## src/rtl/mr_pkg.sv

```systemverilog
package mr_pkg;

   localparam int WIDTH_DEFAULT = 64;
   localparam int SMALL_PRIME_COUNT_DEFAULT = 167;
   localparam int PRIME_TABLE_LEN = 167;
   localparam int PRIME_IDX_W = 8;

   localparam logic [1:0] VERDICT_COMPOSITE = 2'd0;
   localparam logic [1:0] VERDICT_PRIME     = 2'd1;
   localparam logic [1:0] VERDICT_PROBABLE  = 2'd2;
   localparam logic [1:0] VERDICT_BAD_BASE  = 2'd3;

   typedef enum logic [3:0] {
      ST_IDLE,
      ST_CHECK,
      ST_TRIAL_LOAD,
      ST_TRIAL_RUN,
      ST_TRIAL_EVAL,
      ST_SPLIT,
      ST_POW_SQ,
      ST_POW_MUL,
      ST_POW_WAIT,
      ST_SQ_CHECK,
      ST_SQ_WAIT,
      ST_DONE
   } state_type;

   // Multiplier control into the modular multiplier.
   typedef struct packed {
      logic start;
   } mul_ctl_type;

   function automatic logic [9:0] odd_prime(input logic [PRIME_IDX_W-1:0] idx);
      logic [9:0] p;
      case (idx)
         8'd0: p = 10'd3;     8'd1: p = 10'd5;     8'd2: p = 10'd7;     8'd3: p = 10'd11;
         8'd4: p = 10'd13;    8'd5: p = 10'd17;    8'd6: p = 10'd19;    8'd7: p = 10'd23;
         8'd8: p = 10'd29;    8'd9: p = 10'd31;    8'd10: p = 10'd37;   8'd11: p = 10'd41;
         8'd12: p = 10'd43;   8'd13: p = 10'd47;   8'd14: p = 10'd53;   8'd15: p = 10'd59;
         8'd16: p = 10'd61;   8'd17: p = 10'd67;   8'd18: p = 10'd71;   8'd19: p = 10'd73;
         8'd20: p = 10'd79;   8'd21: p = 10'd83;   8'd22: p = 10'd89;   8'd23: p = 10'd97;
         8'd24: p = 10'd101;  8'd25: p = 10'd103;  8'd26: p = 10'd107;  8'd27: p = 10'd109;
         8'd28: p = 10'd113;  8'd29: p = 10'd127;  8'd30: p = 10'd131;  8'd31: p = 10'd137;
         8'd32: p = 10'd139;  8'd33: p = 10'd149;  8'd34: p = 10'd151;  8'd35: p = 10'd157;
         8'd36: p = 10'd163;  8'd37: p = 10'd167;  8'd38: p = 10'd173;  8'd39: p = 10'd179;
         8'd40: p = 10'd181;  8'd41: p = 10'd191;  8'd42: p = 10'd193;  8'd43: p = 10'd197;
         8'd44: p = 10'd199;  8'd45: p = 10'd211;  8'd46: p = 10'd223;  8'd47: p = 10'd227;
         8'd48: p = 10'd229;  8'd49: p = 10'd233;  8'd50: p = 10'd239;  8'd51: p = 10'd241;
         8'd52: p = 10'd251;  8'd53: p = 10'd257;  8'd54: p = 10'd263;  8'd55: p = 10'd269;
         8'd56: p = 10'd271;  8'd57: p = 10'd277;  8'd58: p = 10'd281;  8'd59: p = 10'd283;
         8'd60: p = 10'd293;  8'd61: p = 10'd307;  8'd62: p = 10'd311;  8'd63: p = 10'd313;
         8'd64: p = 10'd317;  8'd65: p = 10'd331;  8'd66: p = 10'd337;  8'd67: p = 10'd347;
         8'd68: p = 10'd349;  8'd69: p = 10'd353;  8'd70: p = 10'd359;  8'd71: p = 10'd367;
         8'd72: p = 10'd373;  8'd73: p = 10'd379;  8'd74: p = 10'd383;  8'd75: p = 10'd389;
         8'd76: p = 10'd397;  8'd77: p = 10'd401;  8'd78: p = 10'd409;  8'd79: p = 10'd419;
         8'd80: p = 10'd421;  8'd81: p = 10'd431;  8'd82: p = 10'd433;  8'd83: p = 10'd439;
         8'd84: p = 10'd443;  8'd85: p = 10'd449;  8'd86: p = 10'd457;  8'd87: p = 10'd461;
         8'd88: p = 10'd463;  8'd89: p = 10'd467;  8'd90: p = 10'd479;  8'd91: p = 10'd487;
         8'd92: p = 10'd491;  8'd93: p = 10'd499;  8'd94: p = 10'd503;  8'd95: p = 10'd509;
         8'd96: p = 10'd521;  8'd97: p = 10'd523;  8'd98: p = 10'd541;  8'd99: p = 10'd547;
         8'd100: p = 10'd557; 8'd101: p = 10'd563; 8'd102: p = 10'd569; 8'd103: p = 10'd571;
         8'd104: p = 10'd577; 8'd105: p = 10'd587; 8'd106: p = 10'd593; 8'd107: p = 10'd599;
         8'd108: p = 10'd601; 8'd109: p = 10'd607; 8'd110: p = 10'd613; 8'd111: p = 10'd617;
         8'd112: p = 10'd619; 8'd113: p = 10'd631; 8'd114: p = 10'd641; 8'd115: p = 10'd643;
         8'd116: p = 10'd647; 8'd117: p = 10'd653; 8'd118: p = 10'd659; 8'd119: p = 10'd661;
         8'd120: p = 10'd673; 8'd121: p = 10'd677; 8'd122: p = 10'd683; 8'd123: p = 10'd691;
         8'd124: p = 10'd701; 8'd125: p = 10'd709; 8'd126: p = 10'd719; 8'd127: p = 10'd727;
         8'd128: p = 10'd733; 8'd129: p = 10'd739; 8'd130: p = 10'd743; 8'd131: p = 10'd751;
         8'd132: p = 10'd757; 8'd133: p = 10'd761; 8'd134: p = 10'd769; 8'd135: p = 10'd773;
         8'd136: p = 10'd787; 8'd137: p = 10'd797; 8'd138: p = 10'd809; 8'd139: p = 10'd811;
         8'd140: p = 10'd821; 8'd141: p = 10'd823; 8'd142: p = 10'd827; 8'd143: p = 10'd829;
         8'd144: p = 10'd839; 8'd145: p = 10'd853; 8'd146: p = 10'd857; 8'd147: p = 10'd859;
         8'd148: p = 10'd863; 8'd149: p = 10'd877; 8'd150: p = 10'd881; 8'd151: p = 10'd883;
         8'd152: p = 10'd887; 8'd153: p = 10'd907; 8'd154: p = 10'd911; 8'd155: p = 10'd919;
         8'd156: p = 10'd929; 8'd157: p = 10'd937; 8'd158: p = 10'd941; 8'd159: p = 10'd947;
         8'd160: p = 10'd953; 8'd161: p = 10'd967; 8'd162: p = 10'd971; 8'd163: p = 10'd977;
         8'd164: p = 10'd983; 8'd165: p = 10'd991; 8'd166: p = 10'd997;
         default: p = 10'd3;
      endcase
      return p;
   endfunction

endpackage

```

## src/rtl/mr_modmul.sv

```systemverilog
// Bit-serial modular multiplier: one multiplier bit per cycle, MSB first.
module mr_modmul #(
   parameter int WIDTH = mr_pkg::WIDTH_DEFAULT
) (
   input  logic             clock,
   input  logic             reset,
   input  mr_pkg::mul_ctl_type ctl,
   input  logic [WIDTH-1:0] a,
   input  logic [WIDTH-1:0] b,
   input  logic [WIDTH-1:0] n,
   output logic             done,
   output logic [WIDTH-1:0] product
);
   import mr_pkg::*;

   localparam int CW = $clog2(WIDTH + 1);

   logic [WIDTH-1:0] r_ff, r_in;
   logic [WIDTH-1:0] b_ff, b_in;
   logic [CW-1:0]    cnt_ff, cnt_in;
   logic             busy_ff, busy_in;
   logic             done_ff, done_in;
   logic [WIDTH:0]   dbl;
   logic [WIDTH-1:0] dbl_red;
   logic [WIDTH:0]   sum;
   logic [WIDTH-1:0] sum_red;

   // r < n, so 2r < 2n and one subtract brings it back into range.
   always_comb begin
      dbl     = {r_ff, 1'b0};
      dbl_red = (dbl >= {1'b0, n}) ? WIDTH'(dbl - {1'b0, n}) : dbl[WIDTH-1:0];
      sum     = {1'b0, dbl_red} + {1'b0, a};
      sum_red = (sum >= {1'b0, n}) ? WIDTH'(sum - {1'b0, n}) : sum[WIDTH-1:0];
   end

   always_comb begin
      r_in    = r_ff;
      b_in    = b_ff;
      cnt_in  = cnt_ff;
      busy_in = busy_ff;
      done_in = 1'b0;
      if (ctl.start) begin
         r_in    = '0;
         b_in    = b;
         cnt_in  = CW'(WIDTH);
         busy_in = 1'b1;
      end else if (busy_ff) begin
         r_in   = b_ff[WIDTH-1] ? sum_red : dbl_red;
         b_in   = {b_ff[WIDTH-2:0], 1'b0};
         cnt_in = cnt_ff - 1'b1;
         if (cnt_ff == CW'(1)) begin
            busy_in = 1'b0;
            done_in = 1'b1;
         end
      end
   end

   always_ff @(posedge clock) begin
      if (reset) begin
         busy_ff <= 1'b0;
         done_ff <= 1'b0;
         cnt_ff  <= '0;
      end else begin
         busy_ff <= busy_in;
         done_ff <= done_in;
         cnt_ff  <= cnt_in;
      end
      r_ff <= r_in;
      b_ff <= b_in;
   end

   assign done    = done_ff;
   assign product = r_ff;

   a_done_after_busy: assert property (@(posedge clock) disable iff (reset)
      done_ff |-> $past(busy_ff))
      else $error("multiplier done without a running product");
   a_rem_in_range: assert property (@(posedge clock) disable iff (reset)
      (busy_ff && !ctl.start && n != '0 && r_ff < n) |=> (r_ff < $past(n)))
      else $error("partial remainder left the modulus range");
   a_no_restart: assert property (@(posedge clock) disable iff (reset)
      busy_ff |-> !ctl.start)
      else $error("multiplier restarted while busy");

endmodule

```

## config.mk

```make
export PLATFORM = sky130hd
export DESIGN_NAME = mr_modmul
export DESIGN_NICKNAME = d
export VERILOG_FILES = /design/src/rtl/mr_pkg.sv /design/src/rtl/mr_modmul.sv
export SDC_FILE = /design/constraint.sdc
export NUM_CORES = 1
export LEC_CHECK = 0
export BUFFER_PORTS_ARGS = -buffer_cell sky130_fd_sc_hd__buf_2
export CAP_MARGIN = 5
export CORE_MARGIN = 3
export CORE_UTILIZATION = 40
export DETAILED_ROUTE_END_ITERATION = 10
export PLACE_DENSITY = 0.61
export SLEW_MARGIN = 40
export SYNTH_ARGS = -nofsm -noshare
export SYNTH_HDL_FRONTEND = slang
export SYNTH_SLANG_ARGS = --single-unit
```

## constraint.sdc

```tcl
create_clock -name clock -period 21.3 [get_ports clock]
set_input_delay 3.195 -clock clock [delete_from_list [all_inputs] [get_ports clock]]
set_output_delay 3.195 -clock clock [all_outputs]
set_load 0.1 [all_outputs]
```

==> flow_summary.ini <==
[sta]
fin_crit_sh_pct = 62.3
hold_viol_final = 0
setup_slack_ns = 8.02
grt_setup_unrepaired = no
clock_skew_ns = 0.0136
slew_viol_final = 0
setup_tns_ns = 0
worst-slew-pin-transition_ns = 0.853
slew_headroom_pct = 43.1
setup_violations = 0
min_period_ns = 13.28
max_clock_freq_ghz = 0.0753

[min_path]
holdCritStartpoint = product[18]
min_path_cells = 2
hold_end = product[18]
hp-class = flip-flop to flip-flop

[logic_synthesis]
synth_cell_types = 90
synth_flop_cell = dfxtp_1
synth.cell_area_sq_um = 18800
ys_ff_latch = 137
syn_inst = 2468
synth_area_per_cell_sq_um = 7.64
syn_nets = 2860
synthArstFlopShare_pct = 0
ys_seq_area_share_pct = 18.0
synth_edf_count = 64
yosysWarnings = 0

[global_route]
grt_max_degree = 94
first_global_vias = 19200
grtUsageMet3_pct = 7.04
antenna_found_initial = 2
gr-total-overflow = 0
met1_usage_pct = 45.6
grt_usage_pct = 31.0
grt_busiest_layer = met2
met2_usage_pct = 45.8
grt_pass1_wl_um = 119000

[setup_path]
r2r_slack_ns = 10.51
cp.buffers_inverters = 5
timing.rr.start = product[13]
worstPathMaxFanout = 41
start_kind = input port
cp.depth = 34
worstSetupPathType = input port to flip-flop
cp.arrival_ns = 13.63
r2r_cells = 32
end_kind = flip-flop
slowest_stage = o21bai_1
cpLargestDelayFamily = compound AO/OA/AOI/OAI gates
slowest_delay_ns = 0.64
r2r-end = product[53]
cp_data_required_time_ns = 21.65

[floorplanning]
fp.dieW_um = 223
initial_core_util_pct = 41.0
dieHeight_um = 223
coreArea_sq_um = 46000
dieArea_sq_um = 49800
io_pins = 260
rows = 78

[clocking]
postCtsSetupRepairBufs = 0
clock_latency_ns = 0.47
cts_buffers = 17
ctsResizeCount = 0
hold_buffers = 0
htreeDepth = 4
numClockSinks = 137
cts_tree = yes
cts_root_buffer = clkbuf_16
clkTransAtPathRegs_ns = 0.08
cts.path.max_buffers = 2

[pwr]
cellPowerDensity_nw_per_um2 = 166
ir_worst_vdd_mv = 0.0816
leakagePower_nw = 9.73
total_power_w = 0.00350

[drt]
route.detailed.drc = 0
wl_per_cell_um = 24.7
vias = 20400
drtPass1Iterations = 6
ant_nets = 0
routed_via_density = 6.28
drt_iter0_markers = 2628
wl_um = 80300

[placement]
place_inst = 3215
port-buffer-count = 259
post-place-ws_ns = 7.86
placed_area_sq_um = 20500
gp_congestion = 1.03
hpwl_um = 65900

[layout]
nNetsFinal = 3026
fin_area_sq_um = 21100
area_growth_pct = 12.1
fin_cells = 3248
drive_gt1_share_pct = 15.9

[job]
cap_violations = 0

[run_status]
status = finished, final reports clean
-- cells in the mapped netlist (all sizes together) (13+ instances only) --
cell	n	area, sq um
nand2	266	998
a21oi	238	1210
ha	194	2430
o21ai	169	846
nor2	154	578
inv	128	480
mux2	110	1240
clkbuf	106	398
xnor2	106	928
a21o	102	766
xor2	75	657
dfxtp	73	1460
edfxtp	64	1920
nand4	52	325
a31oi	45	288
nand3	42	210
nor3	41	205
a211oi	33	260
o21bai	32	240
nor2b	31	194
and3	26	163
a31o	25	219
o211ai	25	188
and2	23	144
buf	23	146
o21a	23	173
mux2i	18	180
nand2b	18	113
nor4	17	106
a311oi	16	140
a21boi	15	113
or3	13	81.3
-- final cells by class --
type	instances	area [sq um]
sequential	137	3380
multi-input combinational	2071	14500
tap	600	751
fill	4684	24800
antenna	1	2.50
clock inverter	15	184
timing repair buffer	276	1430
inverter	131	492
clock buffer	17	425
-- layout by cell type (no fill, tap or decap), drive strengths merged, types with 15 or more instances in the layout --
| cell | instances |
|---|---|
| xor2 | 75 |
| buf | 276 |
| a211oi | 33 |
| a21oi | 238 |
| nand3 | 42 |
| dfxtp | 73 |
| nand2b | 18 |
| a31oi | 45 |
| clkbuf | 17 |
| mux2i | 18 |
| o21ai | 169 |
| nand2 | 266 |
| a21boi | 15 |
| edfxtp | 64 |
| nor2b | 31 |
| o211ai | 25 |
| and2 | 23 |
| ha | 194 |
| inv | 138 |
| nor4 | 17 |
| a31o | 25 |
| nor3 | 41 |
| nor2 | 154 |
| mux2 | 110 |
| a311oi | 16 |
| and3 | 26 |
| o21bai | 32 |
| o21a | 23 |
| nand4 | 52 |
| a21o | 102 |
| xnor2 | 106 |
-- worst max-delay path by stage --
| stage | startpoint | slack (ns) | to |
|---|---|---|---|
| after floorplan | n[18] | 10.48 | product[46] |
| after global placement | n[1] | 7.97 | product[46] |
| after detailed placement | n[14] | 7.86 | product[46] |
| after CTS | n[14] | 8.32 | product[46] |
| after global routing | n[14] | 7.53 | product[21] |
| final | n[14] | 8.02 | product[53] |
-- worst register-to-register path: cells and delay by family (launching register included) --
| family | cells | cell delay (ns) |
|---|---|---|
| adders and majority gates | 4 | 1.67 |
| muxes | 1 | 0.25 |
| AOI/OAI and AO/OA | 17 | 5.87 |
| DFF | 1 | 0.36 |
| buffers and inverters | 3 | 1.08 |
| xor gates and xnor gates | 1 | 0.19 |
| and+or+nand+nor | 6 | 1.24 |
-- power by group --
group / switching [W] / internal [W]
registers: 0.0000480 / 0.000321
logic: 0.00188 / 0.000933
clock network: 0.000160 / 0.000160
-- sequential cells by signal, summed over array words and instances (netlist names) --
signal / flops
cnt_ff: 7
busy_ff: 1
b_ff: 64
product: 64
done: 1
-- per-stage QoR --
stage / hold slack [ns] / util [%]
2_1_floorplan: 0.469 / -
5_1_grt: 0.537 / 46.0
3_3_place_gp: 0.483 / 44.6
3_5_place_dp: 0.503 / 44.6
4_1_cts: 0.510 / 45.9
6_report: 0.512 / 46.0
-- kinds of logic (layout without fill, tap and decap cells) --
group | after synthesis | in the layout | synth area share, %
simple gates | 716 | 716 | 18.0
other cells | 0 | 1 | 0
buf+inv | 260 | 439 | 5.50
mux | 128 | 128 | 7.53
compound gates | 849 | 849 | 29.4
fa+ha+maj | 197 | 197 | 13.2
flops | 137 | 137 | 18.0
xor+xnor | 181 | 181 | 8.41
-- metal layers --
layer | routed length, um | share of wire, %
met5 | 7 | 0.0087
met4 | 1430 | 1.8
met3 | 8230 | 10
met1 | 37000 | 46
met2 | 33600 | 42
(Power assumes the default switching activity.)
